File: config.mk
export PLATFORM = sky130hd
export DESIGN_NAME = letter_multiset_containment
export DESIGN_NICKNAME = d
export VERILOG_FILES = /design/src/lmc_pkg.sv /design/src/lmc_hist.sv /design/src/lmc_update.sv /design/src/lmc_rsp_fifo.sv /design/src/letter_multiset_containment.sv
export SDC_FILE = /design/constraint.sdc
export NUM_CORES = 1
export LEC_CHECK = 0
export BUFFER_PORTS_ARGS = -buffer_cell sky130_fd_sc_hd__buf_2
export CORE_ASPECT_RATIO = 1.4
export CORE_MARGIN = 1
export CORE_UTILIZATION = 51
export CTS_BUF_LIST = sky130_fd_sc_hd__clkbuf_4 sky130_fd_sc_hd__clkbuf_8 sky130_fd_sc_hd__clkbuf_16
export CTS_CLUSTER_SIZE = 40
export DETAILED_ROUTE_END_ITERATION = 16
export GPL_TIMING_DRIVEN = 0
export PLACE_DENSITY = 0.66
export SKIP_CTS_REPAIR_TIMING = 1
export SYNTH_ARGS = -nofsm -noshare
export SYNTH_HDL_FRONTEND = slang
export SYNTH_HIERARCHICAL = 1
export SYNTH_SLANG_ARGS = --single-unit
export TNS_END_PERCENT = 20
File: constraint.sdc
create_clock -name clock -period 5.5 [get_ports clock]
set_clock_uncertainty 0.05 [all_clocks]
set_input_delay 1.1 -clock clock [delete_from_list [all_inputs] [get_ports clock]]
set_output_delay 1.1 -clock clock [all_outputs]
set_load 0.05 [all_outputs]
File: src/lmc_pkg.sv
`timescale 1ns / 1ps
// ----------------------------------------------------------------------------
// lmc_pkg: shared types and constants for the letter multiset checker
// Letter histogram sizes, request codes and the histogram control structs.
// ----------------------------------------------------------------------------
package lmc_pkg;

   localparam int NUM_LETTERS  = 26;
   localparam int LETTER_W     = 5;
   localparam int COUNT_W      = 6;
   localparam int ADDR_W       = $clog2(NUM_LETTERS);
   localparam int TALLY_W      = $clog2(NUM_LETTERS + 1);
   localparam int MAX_POOL_DEF = 32;
   localparam int RSP_DEPTH    = 3;
   localparam int RSP_PTR_W    = $clog2(RSP_DEPTH);
   localparam int RSP_CNT_W    = $clog2(RSP_DEPTH + 1);

   // request kinds carried on req_type
   localparam logic REQ_POOL = 1'b0;
   localparam logic REQ_WORD = 1'b1;

   // read request issued when a letter is accepted
   typedef struct packed {
      logic              rd_en;
      logic [ADDR_W-1:0] addr;
   } hist_rd_type;

   // write back of one histogram entry
   typedef struct packed {
      logic               en;
      logic [ADDR_W-1:0]  addr;
      logic [COUNT_W-1:0] data;
   } hist_wr_type;

   // per-histogram control from the update stage
   typedef struct packed {
      logic        clr;
      hist_wr_type wr;
   } hist_ctl_type;

endpackage

File: src/lmc_hist.sv
`timescale 1ns / 1ps
// ----------------------------------------------------------------------------
// lmc_hist: one letter histogram
// Synchronous memory with registered read, per-entry valid bits for an
// instant clear, and forwarding of the previous cycle's write back.
// ----------------------------------------------------------------------------
module lmc_hist (
   input  logic                         clock,
   input  logic                         reset,
   input  lmc_pkg::hist_rd_type         rd,
   input  lmc_pkg::hist_ctl_type        ctl,
   output logic [lmc_pkg::COUNT_W-1:0]  old_count
);
   import lmc_pkg::*;

   logic [COUNT_W-1:0]     mem [NUM_LETTERS];
   logic [COUNT_W-1:0]     q_ff;
   logic [ADDR_W-1:0]      raddr_ff;
   logic [NUM_LETTERS-1:0] vld_ff;
   logic [NUM_LETTERS-1:0] vld_in;
   hist_wr_type            lw_ff;
   logic                   in_range;

   // write back and registered read
   always_ff @(posedge clock) begin
      if (ctl.wr.en) begin
         mem[ctl.wr.addr] <= ctl.wr.data;
      end
      if (rd.rd_en) begin
         q_ff <= mem[rd.addr];
      end
      raddr_ff <= rd.addr;
   end

   // clear all entries at once, then mark the written entry
   always_comb begin
      vld_in = vld_ff;
      if (ctl.clr) begin
         vld_in = '0;
      end
      if (ctl.wr.en) begin
         vld_in[ctl.wr.addr] = 1'b1;
      end
   end

   always_ff @(posedge clock) begin
      if (reset) begin
         vld_ff   <= '0;
         lw_ff.en <= 1'b0;
      end else begin
         vld_ff   <= vld_in;
         lw_ff.en <= ctl.wr.en;
      end
      lw_ff.addr <= ctl.wr.addr;
      lw_ff.data <= ctl.wr.data;
   end

   // resolve the count seen by the letter now in the update stage
   assign in_range = (raddr_ff < ADDR_W'(NUM_LETTERS));

   always_comb begin
      old_count = '0;
      if (in_range) begin
         if (vld_ff[raddr_ff]) begin
            if (lw_ff.en && (lw_ff.addr == raddr_ff)) begin
               old_count = lw_ff.data;
            end else begin
               old_count = q_ff;
            end
         end
      end
   end

endmodule

File: src/lmc_update.sv
`timescale 1ns / 1ps
// ----------------------------------------------------------------------------
// lmc_update: read-modify-write stage
// Bumps one histogram entry per letter and keeps running tallies (letters
// over supply, nonzero word letters, fit flag) so the answer is ready at once.
// ----------------------------------------------------------------------------
module lmc_update #(
   parameter int MAX_POOL = lmc_pkg::MAX_POOL_DEF
) (
   input  logic                          clock,
   input  logic                          reset,
   input  logic                          accept,
   input  logic                          req_type,
   input  logic [lmc_pkg::LETTER_W-1:0]  req_letter,
   input  logic                          req_first,
   input  logic                          req_last,
   input  logic [lmc_pkg::COUNT_W-1:0]   pool_old,
   input  logic [lmc_pkg::COUNT_W-1:0]   word_old,
   output lmc_pkg::hist_ctl_type         pool_ctl,
   output lmc_pkg::hist_ctl_type         word_ctl,
   output logic                          push,
   output logic                          push_possible
);
   import lmc_pkg::*;

   localparam logic [COUNT_W-1:0] CAP = COUNT_W'(MAX_POOL);

   logic                s1_vld_ff;
   logic                s1_type_ff;
   logic [LETTER_W-1:0] s1_code_ff;
   logic                s1_first_ff;
   logic                s1_last_ff;

   logic [TALLY_W-1:0]  excess_ff, excess_in;
   logic [TALLY_W-1:0]  nz_ff, nz_in;
   logic                fits_ff, fits_in;

   logic                in_range;
   logic [ADDR_W-1:0]   addr;
   logic [COUNT_W-1:0]  p_old, p_new;
   logic [COUNT_W-1:0]  w_old, w_new;

   // register the accepted letter while its reads return
   always_ff @(posedge clock) begin
      if (reset) begin
         s1_vld_ff <= 1'b0;
      end else begin
         s1_vld_ff <= accept;
      end
      s1_type_ff  <= req_type;
      s1_code_ff  <= req_letter;
      s1_first_ff <= req_first;
      s1_last_ff  <= req_last;
   end

   assign in_range = (s1_code_ff < LETTER_W'(NUM_LETTERS));
   assign addr     = s1_code_ff[ADDR_W-1:0];

   // modify the entry and the tallies
   always_comb begin
      excess_in = excess_ff;
      nz_in     = nz_ff;
      fits_in   = fits_ff;
      pool_ctl  = '0;
      word_ctl  = '0;
      p_old     = pool_old;
      p_new     = pool_old;
      w_old     = word_old;
      w_new     = word_old;
      if (s1_vld_ff) begin
         case (s1_type_ff)
            REQ_POOL: begin
               if (s1_first_ff) begin
                  p_old        = '0;
                  excess_in    = nz_ff;
                  pool_ctl.clr = 1'b1;
               end
               p_new = (p_old < CAP) ? p_old + COUNT_W'(1) : p_old;
               if (in_range) begin
                  if ((word_old > p_old) && !(word_old > p_new)) begin
                     excess_in = excess_in - TALLY_W'(1);
                  end
                  pool_ctl.wr.en   = 1'b1;
                  pool_ctl.wr.addr = addr;
                  pool_ctl.wr.data = p_new;
               end
            end
            REQ_WORD: begin
               if (s1_first_ff) begin
                  w_old        = '0;
                  excess_in    = '0;
                  nz_in        = '0;
                  fits_in      = 1'b1;
                  word_ctl.clr = 1'b1;
               end
               if (in_range) begin
                  if (w_old < CAP) begin
                     w_new = w_old + COUNT_W'(1);
                     if (w_old == '0) begin
                        nz_in = nz_in + TALLY_W'(1);
                     end
                     if (!(w_old > pool_old) && (w_new > pool_old)) begin
                        excess_in = excess_in + TALLY_W'(1);
                     end
                     word_ctl.wr.en   = 1'b1;
                     word_ctl.wr.addr = addr;
                     word_ctl.wr.data = w_new;
                  end else begin
                     fits_in = 1'b0;
                  end
               end else begin
                  fits_in = 1'b0;
               end
            end
            default: begin
               fits_in = fits_ff;
            end
         endcase
      end
   end

   always_ff @(posedge clock) begin
      if (reset) begin
         excess_ff <= '0;
         nz_ff     <= '0;
         fits_ff   <= 1'b1;
      end else begin
         excess_ff <= excess_in;
         nz_ff     <= nz_in;
         fits_ff   <= fits_in;
      end
   end

   // answer on the last letter of a word
   assign push          = s1_vld_ff && (s1_type_ff == REQ_WORD) && s1_last_ff;
   assign push_possible = fits_in && (excess_in == '0);

endmodule

File: src/lmc_rsp_fifo.sv
`timescale 1ns / 1ps
// ----------------------------------------------------------------------------
// lmc_rsp_fifo: result queue
// Three-entry queue that parts the update stage from the result channel.
// ----------------------------------------------------------------------------
module lmc_rsp_fifo (
   input  logic                           clock,
   input  logic                           reset,
   input  logic                           push,
   input  logic                           push_data,
   input  logic                           pop,
   output logic                           not_empty,
   output logic                           head_data,
   output logic [lmc_pkg::RSP_CNT_W-1:0]  count
);
   import lmc_pkg::*;

   logic                 data_ff [RSP_DEPTH];
   logic [RSP_PTR_W-1:0] wr_ptr_ff;
   logic [RSP_PTR_W-1:0] rd_ptr_ff;
   logic [RSP_CNT_W-1:0] count_ff;

   // store the word's answer
   always_ff @(posedge clock) begin
      if (push) begin
         data_ff[wr_ptr_ff] <= push_data;
      end
   end

   // advance pointers and occupancy
   always_ff @(posedge clock) begin
      if (reset) begin
         wr_ptr_ff <= '0;
         rd_ptr_ff <= '0;
         count_ff  <= '0;
      end else begin
         if (push) begin
            wr_ptr_ff <= (wr_ptr_ff == RSP_PTR_W'(RSP_DEPTH - 1)) ? '0
                                                                 : wr_ptr_ff + RSP_PTR_W'(1);
         end
         if (pop) begin
            rd_ptr_ff <= (rd_ptr_ff == RSP_PTR_W'(RSP_DEPTH - 1)) ? '0
                                                                 : rd_ptr_ff + RSP_PTR_W'(1);
         end
         if (push && !pop) begin
            count_ff <= count_ff + RSP_CNT_W'(1);
         end else if (pop && !push) begin
            count_ff <= count_ff - RSP_CNT_W'(1);
         end
      end
   end

   assign not_empty = (count_ff != '0);
   assign head_data = data_ff[rd_ptr_ff];
   assign count     = count_ff;

endmodule

File: src/letter_multiset_containment.sv
`timescale 1ns / 1ps
// ----------------------------------------------------------------------------
// letter_multiset_containment: can a word be spelt from a letter pool
// Pool and word letters stream into two letter histograms; a word's last
// letter returns whether every word count stays within its pool count.
// ----------------------------------------------------------------------------
//  channel   ports                                        direction
//  req       req_valid/req_ready, req_type, req_letter,   in
//            req_first, req_last
//  rsp       rsp_valid/rsp_ready, rsp_possible            out
//
//  One letter is taken each cycle while req_ready is high. A letter's reads go
//  out on acceptance and its read-modify-write finishes the next cycle; the
//  answer enters a three-entry queue, and rsp_valid rises once it is queued.
//  Reset clears both histograms at once through per-entry valid bits.
//  req_ready drops, for any letter type, only while the queued answers and
//  the word in flight would fill the queue; with rsp_ready high it never drops.
// ----------------------------------------------------------------------------
module letter_multiset_containment #(
   parameter int MAX_POOL = lmc_pkg::MAX_POOL_DEF
) (
   input  logic                          clock,
   input  logic                          reset,
   input  logic                          req_valid,
   output logic                          req_ready,
   input  logic                          req_type,
   input  logic [lmc_pkg::LETTER_W-1:0]  req_letter,
   input  logic                          req_first,
   input  logic                          req_last,
   output logic                          rsp_valid,
   input  logic                          rsp_ready,
   output logic                          rsp_possible
);
   import lmc_pkg::*;

   logic               accept;
   hist_rd_type        rd;
   hist_ctl_type       pool_ctl;
   hist_ctl_type       word_ctl;
   logic [COUNT_W-1:0] pool_old;
   logic [COUNT_W-1:0] word_old;
   logic               push;
   logic               push_possible;
   logic [RSP_CNT_W:0] room_used;
   logic [RSP_CNT_W-1:0] rsp_count;

   // keep room for the answer of the word in flight
   assign room_used = (RSP_CNT_W + 1)'(rsp_count) + (RSP_CNT_W + 1)'(push);
   assign req_ready = (room_used < (RSP_CNT_W + 1)'(RSP_DEPTH));
   assign accept    = req_valid && req_ready;

   // issue reads to both histograms on acceptance
   assign rd.rd_en = accept && (req_letter < LETTER_W'(NUM_LETTERS));
   assign rd.addr  = req_letter[ADDR_W-1:0];

   lmc_hist u_pool_hist (
      .clock     (clock),
      .reset     (reset),
      .rd        (rd),
      .ctl       (pool_ctl),
      .old_count (pool_old)
   );

   lmc_hist u_word_hist (
      .clock     (clock),
      .reset     (reset),
      .rd        (rd),
      .ctl       (word_ctl),
      .old_count (word_old)
   );

   lmc_update #(
      .MAX_POOL (MAX_POOL)
   ) u_update (
      .clock         (clock),
      .reset         (reset),
      .accept        (accept),
      .req_type      (req_type),
      .req_letter    (req_letter),
      .req_first     (req_first),
      .req_last      (req_last),
      .pool_old      (pool_old),
      .word_old      (word_old),
      .pool_ctl      (pool_ctl),
      .word_ctl      (word_ctl),
      .push          (push),
      .push_possible (push_possible)
   );

   lmc_rsp_fifo u_rsp_fifo (
      .clock     (clock),
      .reset     (reset),
      .push      (push),
      .push_data (push_possible),
      .pop       (rsp_valid && rsp_ready),
      .not_empty (rsp_valid),
      .head_data (rsp_possible),
      .count     (rsp_count)
   );

endmodule
==> results of run 1 <==
-- cell type report --
type	count	area (sq um)	area share
sequential	441	12100	0.577
multi-input combinational	706	6110	0.291
clock buffer	53	1230	0.0585
tap	462	578	0.0275
buffer	61	315	0.0150
clock inverter	25	256	0.0122
inverter	54	203	0.00966
timing repair buffer	22	195	0.00930
-- how the worst max path moves through the flow --
stage / start / to / slack [ps]
final: u_word_hist/raddr_ff[0] / u_rsp_fifo/data_ff[1] / 290
after global routing: u_word_hist/raddr_ff[0] / u_rsp_fifo/data_ff[0] / 40
after CTS: u_pool_hist/raddr_ff[0] / u_rsp_fifo/data_ff[0] / 30
after detailed placement: u_pool_hist/raddr_ff[0] / u_rsp_fifo/data_ff[0] / 80
after global placement: u_word_hist/raddr_ff[0] / u_word_hist/mem[6][3] / 30
after floorplan: u_pool_hist/raddr_ff[0] / u_rsp_fifo/data_ff[0] / 1030
-- cells by family after synthesis --
group,after synthesis,synth area share
simple gates,339,0.0918
compound gates,157,0.0551
xor+xnor,24,0.0113
flops,441,0.650
fa+ha+maj,32,0.0215
buf+inv,115,0.0278
mux,154,0.143
-- power breakdown --
| group | internal (uW) | total, uW | switching [uW] |
|---|---|---|---|
| Clock | 1750 | 3000 | 1250 |
| Combinational | 178 | 454 | 277 |
| Sequential | 3580 | 3600 | 22.2 |
| Total | 5500 | 7050 | 1540 |
-- layout by cell type (no fill, tap or decap), drive strengths merged, types with 16 or more instances in the layout --
master | synthesis | layout
buf | 33 | 55
mux4 | 84 | 84
nand3 | 17 | 17
ha | 32 | 32
and2 | 16 | 16
inv | 52 | 55
clkinv | 2 | 16
a21o | 19 | 19
nor2 | 91 | 91
nor2b | 26 | 26
a21oi | 81 | 81
nand2 | 92 | 92
dfxtp | 114 | 114
mux2i | 64 | 64
clkbuf | 28 | 81
edfxtp | 327 | 327
-- state kept, by name (all words and copies together), names as in the netlist, 5 cells and up, named ones only --
| signal | count |
|---|---|
| u_pool_hist/mem | 156 |
| u_word_hist/mem | 156 |
| u_pool_hist/vld_ff | 26 |
| u_word_hist/vld_ff | 26 |
| u_pool_hist/lw_ff | 12 |
| u_word_hist/lw_ff | 12 |
| u_pool_hist/q_ff | 6 |
| u_word_hist/q_ff | 6 |
| u_pool_hist/raddr_ff | 5 |
| u_update/addr | 5 |
| u_update/excess_ff | 5 |
| u_update/nz_ff | 5 |
| u_word_hist/raddr_ff | 5 |
-- metal layers --
metal  GRT usage  wire length [um]  up-vias
met3      0.0265              1240       76
met5           0                 0        -
met1       0.270             16100     5291
li1            -                 -     4917
met4      0.0932              1580        0
met2       0.409             21900      219
-- critical path, stage by stage, from the launching register on --
cell	delay (ps)
dfxtp_1	300
buf_2	210
buf_4	250
mux2i_1	120
a22o_1	200
nor4_1	310
a22oi_2	220
a21oi_1	530
or2b_4	380
ha_1	280
inv_1	40
ha_1	310
nand4_1	150
a21oi_1	200
a211oi_2	120
or4_1	490
a31oi_1	240
nand4_1	200
nor4_4	380
-- per-stage QoR --
step | cells | setup slack [ps]
finish | 1824 | 290
global route | 1824 | 36.1
CTS | 1824 | 30.9
detailed placement | 1746 | 81.7
global placement | 1738 | 25.5
floorplan | 1262 | 1030
==> qor_table.md, run 1 <==
| Metric | Value | Unit |
|:---|:---|:---|
| Vias in the first global route | 10600 | - |
| Antenna violation net count after detailed routing | 0 | - |
| I/O Pins | 15 | - |
| Maximum frequency from static timing analysis | 192 | MHz |
| Final min period | 5210 | ps |
| Top cells by count, synth | edfxtp_1 (327), dfxtp_1 (114), nand2_1 (92) | - |
| Result of the run | completed | - |
| Slew HR | 0.254 | - |
| Number of hold violations in the final report | 0 | - |
| Placement Rows | 82 | - |
| Count of buffers inserted at the top-level ports | 14 | - |
| Startpoint of the tightest hold check path | u_pool_hist/vld_ff[17] | - |
| Static leakage | 0.00707 | uW |
| EDFF count, synth | 327 | - |
| Dominant cell type by area after synthesis | edfxtp_1 | - |
| Data required time of the critical path | 5780 | ps |
| Number of vias per cell | 5.76 | - |
| Kind of capture point of the worst setup path | flop | - |
| Layout area overhead | 12.7 | % |
| DRC Markers | 0 | - |
| Post-route cell area | 21000 | sq um |
| Die height | 228 | um |
| Dominant cells by area after synthesis | edfxtp_1 (53%), dfxtp_1 (12%), mux4_2 (8.2%) | - |
| Share of flip-flops with an asynchronous set or reset | 0 | - |
| CTS tree | yes | - |
| Startpoint of the lowest-slack register-to-register path | u_word_hist/raddr_ff[0] | - |
| Number of buffers on the longest clock path | 3 | - |
| Hold Path End | u_pool_hist/vld_ff[17] | - |
| Register-to-register setup slack | 290 | ps |
| Detail-routed net length per standard cell | 22.4 | um |
| Max Transition Viols Final | 0 | - |
| Pin count of the biggest net entering global routing | 28 | - |
| Tcrit/Tclk final | 0.947 | - |
| Power per cell area | 336 | nW/um^2 |
| Number of levels the H-tree was split into | 2 | - |
| Post-place instance area | 19400 | sq um |
| Initial Util | 0.519 | - |
| Die width | 164 | um |
| Final core occ | 0.584 | - |
| Master cell of the clock root buffer | clkbuf_16 | - |
| Synth Flop Type | edfxtp_1 | - |
| Fraction of layout instances using a drive strength above 1 | 0.179 | - |
| YS warnings | 6 | - |
| Max IR drop VDD | 336 | uV |
| Diodes inserted | 0 | - |
| Element type at the critical path start | flop | - |
| Kind of critical path | reg -> reg | - |
| Worst Reg2Reg Path Length in Cells | 18 | - |
| Reg2Reg Capture Point | u_rsp_fifo/data_ff[1] | - |
| Weighted congestion reported at the end of routability-driven placement | 0.875 | - |
| Hold Path Depth | 2 | - |
| Via count | 10500 | - |
| Synthesized Nets | 1306 | - |
| Post-Route Setup TNS | 0 | ps |
| Net total in the final layout | 1372 | - |
| Worst min-delay path class | reg -> reg | - |
| Average cell area after synthesis | 14.8 | sq um |
| Actual slew at the worst max-slew pin | 1120 | ps |
| Fraction of synthesized cell area taken by the top area cell type | 0.527 | - |
| GRT Resource Usage Total | 0.226 | - |
| Total Power | 7050 | uW |
| Worst-skew pair later-pin latency | 550 | ps |
| Post-synthesis register bit count | 441 | - |
| Total routed wirelength | 40.8 | mm |
| Initial antenna violation count | 0 | - |
| Worst hold slack across all endpoints | 415 | ps |
| Final setup violation count | 0 | - |
| Core Footprint | 35900 | sq um |
| Post-Synthesis Cell Area | 18600 | sq um |
| Number of fill cells in the layout | 2781 | - |
| Initial DRC count | 763 | - |
| Total congestion overflow | 0 | - |
| Post-synth cell types | 72 | - |
| Data arrival time of the critical path | 5490 | ps |
| Area of the die | 37300 | sq um |
| Most common cell in the netlist | edfxtp_1 | - |
| Max-cap violations | 0 | - |
| Placed wire-length estimate after detailed placement | 28.7 | mm |
| Share of the yosys chip area belonging to registers | 0.650 | - |
| Peak fanout along the critical path | 10 | - |
| Number of buffers created by CTS | 42 | - |
| RSZ-0062 raised after global routing | false | - |
| DR pass1 iterations | 5 | - |
| First-pass GRT wire length | 62.5 | mm |
| Clock slew seen by the registers of the worst setup and hold paths | 60 | ps |
| Number of clock sinks seen by CTS | 441 | - |
| Synthesized netlist cell count | 1262 | - |
Power figures use the tool's default switching activity.
==> run 2, diff against run 1 <==
Settings changed: CTS_BUF_LIST sky130_fd_sc_hd__clkbuf_4 sky130_fd_sc_hd__clkbuf_8 sky130_fd_sc_hd__clkbuf_16 to sky130_fd_sc_hd__clkbuf_8 sky130_fd_sc_hd__clkbuf_16.
==> run 2 against run 1 <==
Effect of this change: global-route usage did not move; die area unchanged; count of clock-buffer cells in the layout is 5 lower; flip-flop and latch count is the same; sequential share of layout area is 0.052 points higher; routed wire length fell by 0.16%; register-to-register slack barely moved; utilization shrank 0.052 points; final cell count stayed put; combinational power hardly changed; total power is 0.51% lower; critical path depth stayed put; critical endpoint unchanged; highest routed layer unchanged.
==> qor_table.md, run 2 (synthesis results as in run 1) <==
| Metric | Value | Unit | vs previous |
|:---|:---|:---|:---|
| Result of the run | completed | - |  |
| CTS tree | yes | - |  |
| Detail-routed net length per standard cell | 22.3 | um | -0.16% |
| Number of clock sinks seen by CTS | 441 | - | unchanged |
| Initial antenna violation count | 0 | - | unchanged |
| Via count | 10500 | - | -0.10% |
| Reg2Reg Capture Point | u_rsp_fifo/data_ff[1] | - |  |
| Net total in the final layout | 1372 | - | unchanged |
| Initial Util | 0.519 | - | unchanged |
| Number of levels the H-tree was split into | 2 | - | unchanged |
| Power per cell area | 334 | nW/um^2 | -0.42% |
| Vias in the first global route | 10600 | - | -0.0094% |
| Peak fanout along the critical path | 10 | - | unchanged |
| DRC Markers | 0 | - | unchanged |
| Crit path from | u_word_hist/raddr_ff[0] | - |  |
| Total routed wirelength | 40.7 | mm | -0.16% |
| Diodes inserted | 0 | - | unchanged |
| RSZ-0062 raised after global routing | false | - |  |
| End point of the critical path | u_rsp_fifo/data_ff[1] | - |  |
| Number of vias per cell | 5.75 | - | -0.10% |
| Fraction of layout instances using a drive strength above 1 | 0.175 | - | -0.00367 |
| Total Power | 7010 | uW | -0.51% |
| Biggest registers after layout | u_pool_hist/mem (156), u_word_hist/mem (156) | - |  |
| Static leakage | 0.00708 | uW | about the same |
| Antenna violation net count after detailed routing | 0 | - | unchanged |
| Total congestion overflow | 0 | - | unchanged |
| Pin count of the biggest net entering global routing | 28 | - | unchanged |
| Number of buffers on the longest clock path | 3 | - | unchanged |
| Layout area overhead | 12.6 | % | about the same |
| Maximum frequency from static timing analysis | 192 | MHz | +0.16% |
| Most frequent standard cell in the layout excluding fill and tap cells | edfxtp_1 | - |  |
| Placement Rows | 82 | - | unchanged |
| Kind of critical path | reg -> reg | - |  |
| DR pass1 iterations | 5 | - | unchanged |
| Worst Reg2Reg Path Length in Cells | 18 | - | unchanged |
| Weighted congestion reported at the end of routability-driven placement | 0.875 | - | unchanged |
| Max IR drop VDD | 336 | uV | about the same |
| Master cell of the clock root buffer | clkbuf_16 | - |  |
| Worst-skew pair later-pin latency | 550 | ps | about the same |
| Core Footprint | 35900 | sq um | unchanged |
| Tcrit/Tclk final | 0.946 | - | -0.00148 |
| Clock slew seen by the registers of the worst setup and hold paths | 60 | ps | about the same |
| Count of buffers inserted at the top-level ports | 14 | - | unchanged |
| Max Transition Viols Final | 0 | - | unchanged |
| Met3 Wirelength | 1.20 | mm | -3.5% |
| Data arrival time of the critical path | 5480 | ps | about the same |
| GRT Resource Usage Total | 0.226 | - | unchanged |
| Number of hold violations in the final report | 0 | - | unchanged |
| Worst min-delay path class | reg -> reg | - |  |
| Final min period | 5200 | ps | -8.13 ps |
| Total routed wire length on the met1 layer | 16.1 | mm | -0.26% |
| Actual slew at the worst max-slew pin | 1130 | ps | +14.6 ps |
| Kind of capture point of the worst setup path | flop | - |  |
| First-pass GRT wire length | 62.5 | mm | unchanged |
| Die width | 164 | um | unchanged |
| Highest routed layer | met4 | - |  |
| Worst hold slack across all endpoints | 415 | ps | +0.0660 ps |
| I/O Pins | 15 | - | unchanged |
| Die height | 228 | um | unchanged |
| Final setup violation count | 0 | - | unchanged |
| Register-to-register setup slack | 300 | ps | about the same |
| Number of buffers created by CTS | 42 | - | unchanged |
| Placed wire-length estimate after detailed placement | 28.7 | mm | unchanged |
| Startpoint of the lowest-slack register-to-register path | u_word_hist/raddr_ff[0] | - |  |
| Highest-count cells in the layout ignoring fill and taps | edfxtp_1 (327), dfxtp_1 (114), nand2_1 (92) | - |  |
| Max-cap violations | 0 | - | unchanged |
| Area of the die | 37300 | sq um | unchanged |
| Post-Route Setup TNS | 0 | ps | unchanged |
| Data required time of the critical path | 5780 | ps | about the same |
| Met2 wire length | 21.9 | mm | +0.18% |
| Initial DRC count | 748 | - | -2.0% |
| Slew HR | 0.245 | - | -0.00972 |
| Element type at the critical path start | flop | - |  |
-- run 2: changes by cell type in the layout (fill, tap and decap cells not counted) --
cell	change
clkbuf_4	-5
inv_1	+5
-- run 2: layer usage --
metal / up-vias / GRT usage
met3: 74 / 0.0265
li1: 4923 / -
met2: 207 / 0.409
met5: - / 0
met4: 0 / 0.0932
met1: 5288 / 0.270
-- run 2: critical path, stage by stage (launching register included) --
cell and delay, ps:
dfxtp_1 300, buf_2 210, buf_4 250, mux2i_1 120, a22o_1 210, nor4_1 310, a22oi_2 220, a21oi_1 530
or2b_4 380, ha_1 280, inv_1 40, ha_1 310, nand4_1 150, a21oi_1 200, a211oi_2 120, or4_1 490
a31oi_1 240, nand4_1 200, nor4_4 380
-- run 2: worst min-delay path by stage --
stage	cells past startpoint	slack [ps]	start	end
3_3_place_gp	2	400	u_pool_hist/vld_ff[15]	u_pool_hist/vld_ff[15]
4_1_cts	2	410	u_word_hist/vld_ff[10]	u_word_hist/vld_ff[10]
5_1_grt	2	430	u_word_hist/vld_ff[14]	u_word_hist/vld_ff[14]
2_1_floorplan	2	390	u_pool_hist/vld_ff[18]	u_pool_hist/vld_ff[18]
3_5_place_dp	2	410	u_word_hist/vld_ff[10]	u_word_hist/vld_ff[10]
6_report	2	410	u_pool_hist/vld_ff[17]	u_pool_hist/vld_ff[17]
-- run 2: area by class of cell --
cell class	count	area (sq um)
fillers	2785	14900
plain buffers	61	315
clock buffers	48	1190
clock inverters	30	275
flip-flops and latches	441	12100
repair buffers	22	195
well taps	462	578
multi-input cells	706	6110
inverters	54	203
-- run 2: report_power, final --
part | internal, uW | leakage, uW | switching, uW | total [uW]
combinational | 178 | 0.00280 | 277 | 454
clock | 1720 | 0.000724 | 1240 | 2960
sequential | 3580 | 0.00356 | 22.3 | 3600
-- run 2: metrics by stage --
stage | cells | utilization | cell area (sq um) | setup slack [ps]
after floorplan | 1262 | - | 18600 | 1030
after detailed placement | 1746 | 0.541 | 19400 | 81.7
after CTS | 1824 | 0.582 | 20900 | 30.9
after global routing | 1824 | 0.584 | 21000 | 36.1
after global placement | 1738 | 0.537 | 19300 | 25.5
final | 1824 | 0.584 | 21000 | 298
==> run 3, diff against run 2 <==
Settings changed: CORE_UTILIZATION 51 to 50, PLACE_DENSITY 0.66 to 0.65.
==> run 3 against run 2 <==
Effect of this change: flip-flop and latch count unchanged; utilization fell by 1.5 points; final area is 0.45% lower; critical path type unchanged; critical endpoint is now u_rsp_fifo/data_ff[0]; largest cell class unchanged; highest routed layer unchanged.
==> qor_table.md, run 3 (synthesis results as in run 1) <==
| Metric | Value | Unit | vs previous |
|:---|:---|:---|:---|
| Total congestion overflow | 0 | - | unchanged |
| Initial antenna violation count | 0 | - | unchanged |
| Seq pwr share | 0.518 | - | +0.005 |
| Number of levels the H-tree was split into | 2 | - | unchanged |
| Count of buffers inserted at the top-level ports | 14 | - | unchanged |
| Diodes inserted | 0 | - | unchanged |
| GRT Resource Usage Total | 0.225 | - | -0.00168 |
| Max Transition Viols Final | 0 | - | unchanged |
| DRC Markers | 0 | - | unchanged |
| Maximum frequency from static timing analysis | 194 | MHz | +0.87% |
| Sw Ratio | 0.215 | - | -0.00509 |
| Final min period | 5160 | ps | -44.9 ps |
| Crit path from | u_pool_hist/raddr_ff[0] | - |  |
| Number of hold violations in the final report | 0 | - | unchanged |
| Result of the run | completed | - |  |
| Antenna violation net count after detailed routing | 0 | - | unchanged |
| Number of buffers created by CTS | 42 | - | unchanged |
| Max IR drop VDD | 324 | uV | -3.7% |
| Max-cap violations | 0 | - | unchanged |
| Clock slew seen by the registers of the worst setup and hold paths | 60 | ps | about the same |
| RSZ-0062 raised after global routing | false | - |  |
| Startpoint of the lowest-slack register-to-register path | u_pool_hist/raddr_ff[0] | - |  |
| Weighted congestion reported at the end of routability-driven placement | 0.906 | - | +3.5% |
| Number of fill cells in the layout | 2854 | - | +2.5% |
| Area of the die | 38000 | sq um | +2.0% |
| Via count | 10600 | - | +0.89% |
| Worst min-delay path class | reg -> reg | - |  |
| Highest-count cells in the layout ignoring fill and taps | edfxtp_1 (327), dfxtp_1 (114), nand2_1 (92) | - |  |
| Biggest registers after layout | u_pool_hist/mem (156), u_word_hist/mem (156) | - |  |
| Initial Util | 0.508 | - | -0.0106 |
| Peak fanout along the critical path | 10 | - | unchanged |
| Core Footprint | 36700 | sq um | +2.1% |
| Kind of capture point of the worst setup path | flop | - |  |
| Cell-internal power | 5450 | uW | -0.32% |
| Tcrit/Tclk final | 0.938 | - | -0.00816 |
| Actual slew at the worst max-slew pin | 1110 | ps | -24.8 ps |
| DR pass1 iterations | 6 | - | +1 |
| Detail-routed net length per standard cell | 22.6 | um | +1.0% |
| Number of buffers on the longest clock path | 3 | - | unchanged |
| Most frequent standard cell in the layout excluding fill and tap cells | edfxtp_1 | - |  |
| Die height | 230 | um | +0.99% |
| Fraction of layout instances using a drive strength above 1 | 0.166 | - | -0.00991 |
| CTS tree | yes | - |  |
| Master cell of the clock root buffer | clkbuf_16 | - |  |
| Data arrival time of the critical path | 5430 | ps | -50 ps |
| Number of clock sinks seen by CTS | 441 | - | unchanged |
| Initial DRC count | 909 | - | +22% |
| Pin count of the biggest net entering global routing | 28 | - | unchanged |
| Final setup violation count | 0 | - | unchanged |
| Worst-skew pair later-pin latency | 540 | ps | about the same |
| Post-Route Setup TNS | 0 | ps | unchanged |
| Number of vias per cell | 5.80 | - | +0.78% |
| Layout area overhead | 12.0 | % |  |
| Power per cell area | 333 | nW/um^2 | -0.52% |
| Switch Pwr | 1490 | uW | -3.3% |
| I/O Pins | 15 | - | unchanged |
| Slew HR | 0.261 | - | +0.0165 |
| Vias in the first global route | 10900 | - | +2.5% |
| Startpoint of the tightest hold check path | u_pool_hist/vld_ff[5] | - |  |
| Die width | 165 | um | +0.98% |
| Clock share of power | 0.416 | - | -0.006 |
| Data required time of the critical path | 5780 | ps | about the same |
| Kind of critical path | reg -> reg | - |  |
| Gate power share | 0.065 | - | about the same |
| Net total in the final layout | 1372 | - | unchanged |
| Total routed wirelength | 41.2 | mm | +1.1% |
| Static leakage | 0.00706 | uW | -0.17% |
| Post-route cell area | 20900 | sq um | -0.45% |
| Placement Rows | 83 | - | +1.2% |
| First-pass GRT wire length | 63.1 | mm | +0.86% |
| Register-to-register setup slack | 340 | ps | +40 ps |
| Post-place instance area | 19400 | sq um | about the same |
| Element type at the critical path start | flop | - |  |
| Placed wire-length estimate after detailed placement | 29.0 | mm | +1.1% |
-- run 3: changes by cell type in the layout (fill, tap and decap cells not counted), sizes merged --
cell,before,now
inv,60,64
bufinv,3,6
clkinv,16,15
clkbuf,76,71
clkinvlp,5,1
-- run 3: layout make-up --
cell class,instances,area (sq um),share of cell area
multi-input cells,706,6090,0.292
plain buffers,61,315,0.0151
well taps,467,584,0.0280
clock buffers,43,1080,0.0515
repair buffers,22,199,0.00953
inverters,54,203,0.00971
flip-flops and latches,441,12100,0.580
clock inverters,32,302,0.0144
-- run 3: power by group through the flow --
stage / sequential [uW] / clock [uW] / combinational (uW)
finish: 3600 / 2890 / 455
global route: 3600 / 3070 / 491
CTS: 3600 / 2950 / 450
detailed placement: 3670 / 0 / 447
global placement: 3670 / 0 / 436
floorplan: 3660 / 0 / 324
-- run 3: worst max-delay path, stage by stage, from the launching register on --
cell and delay, ps:
dfxtp_1 290, buf_2 190, buf_4 220, a2111oi_0 590, nor4_1 120, a22oi_2 390
a21oi_4 140, nor2b_4 170, and3_1 190, and3_1 190, xnor2_1 150, nand2_1 130
ha_1 330, a21o_1 160, a21oi_1 230, a21oi_1 170, or3_4 450, a211oi_4 220
nand4_1 180, nor4_4 390
-- run 3: worst paths after layout --
| check | end | depth (start not counted) |
|---|---|---|
| max | u_rsp_fifo/data_ff[0] | 19 |
| max reg2reg | u_rsp_fifo/data_ff[0] | 19 |
| min | u_pool_hist/vld_ff[5] | 2 |
| min reg2reg | u_pool_hist/vld_ff[5] | 2 |
-- run 3: layer usage --
| layer | part of all wire | track usage | vias up |
|---|---|---|---|
| li1 | - | - | 4921 |
| met1 | 0.38 | 0.261 | 5281 |
| met2 | 0.53 | 0.405 | 283 |
| met3 | 0.036 | 0.0271 | 100 |
| met4 | 0.049 | 0.106 | 0 |
| met5 | 0 | 0 | - |
-- run 3: per-stage QoR --
| stage | hold slack (ps) | worst slack [ps] | util | power [uW] | instances |
|---|---|---|---|---|---|
| after global placement | 403 | 10.1 | 0.526 | 4100 | 1743 |
| after detailed placement | 409 | 74.7 | 0.530 | 4120 | 1751 |
| after CTS | 418 | 16.7 | 0.568 | 7000 | 1826 |
| after floorplan | 393 | 1030 | - | 3990 | 1262 |
| final | 417 | 343 | 0.569 | 6940 | 1826 |
| after global routing | 437 | 51.2 | 0.569 | 7160 | 1826 |
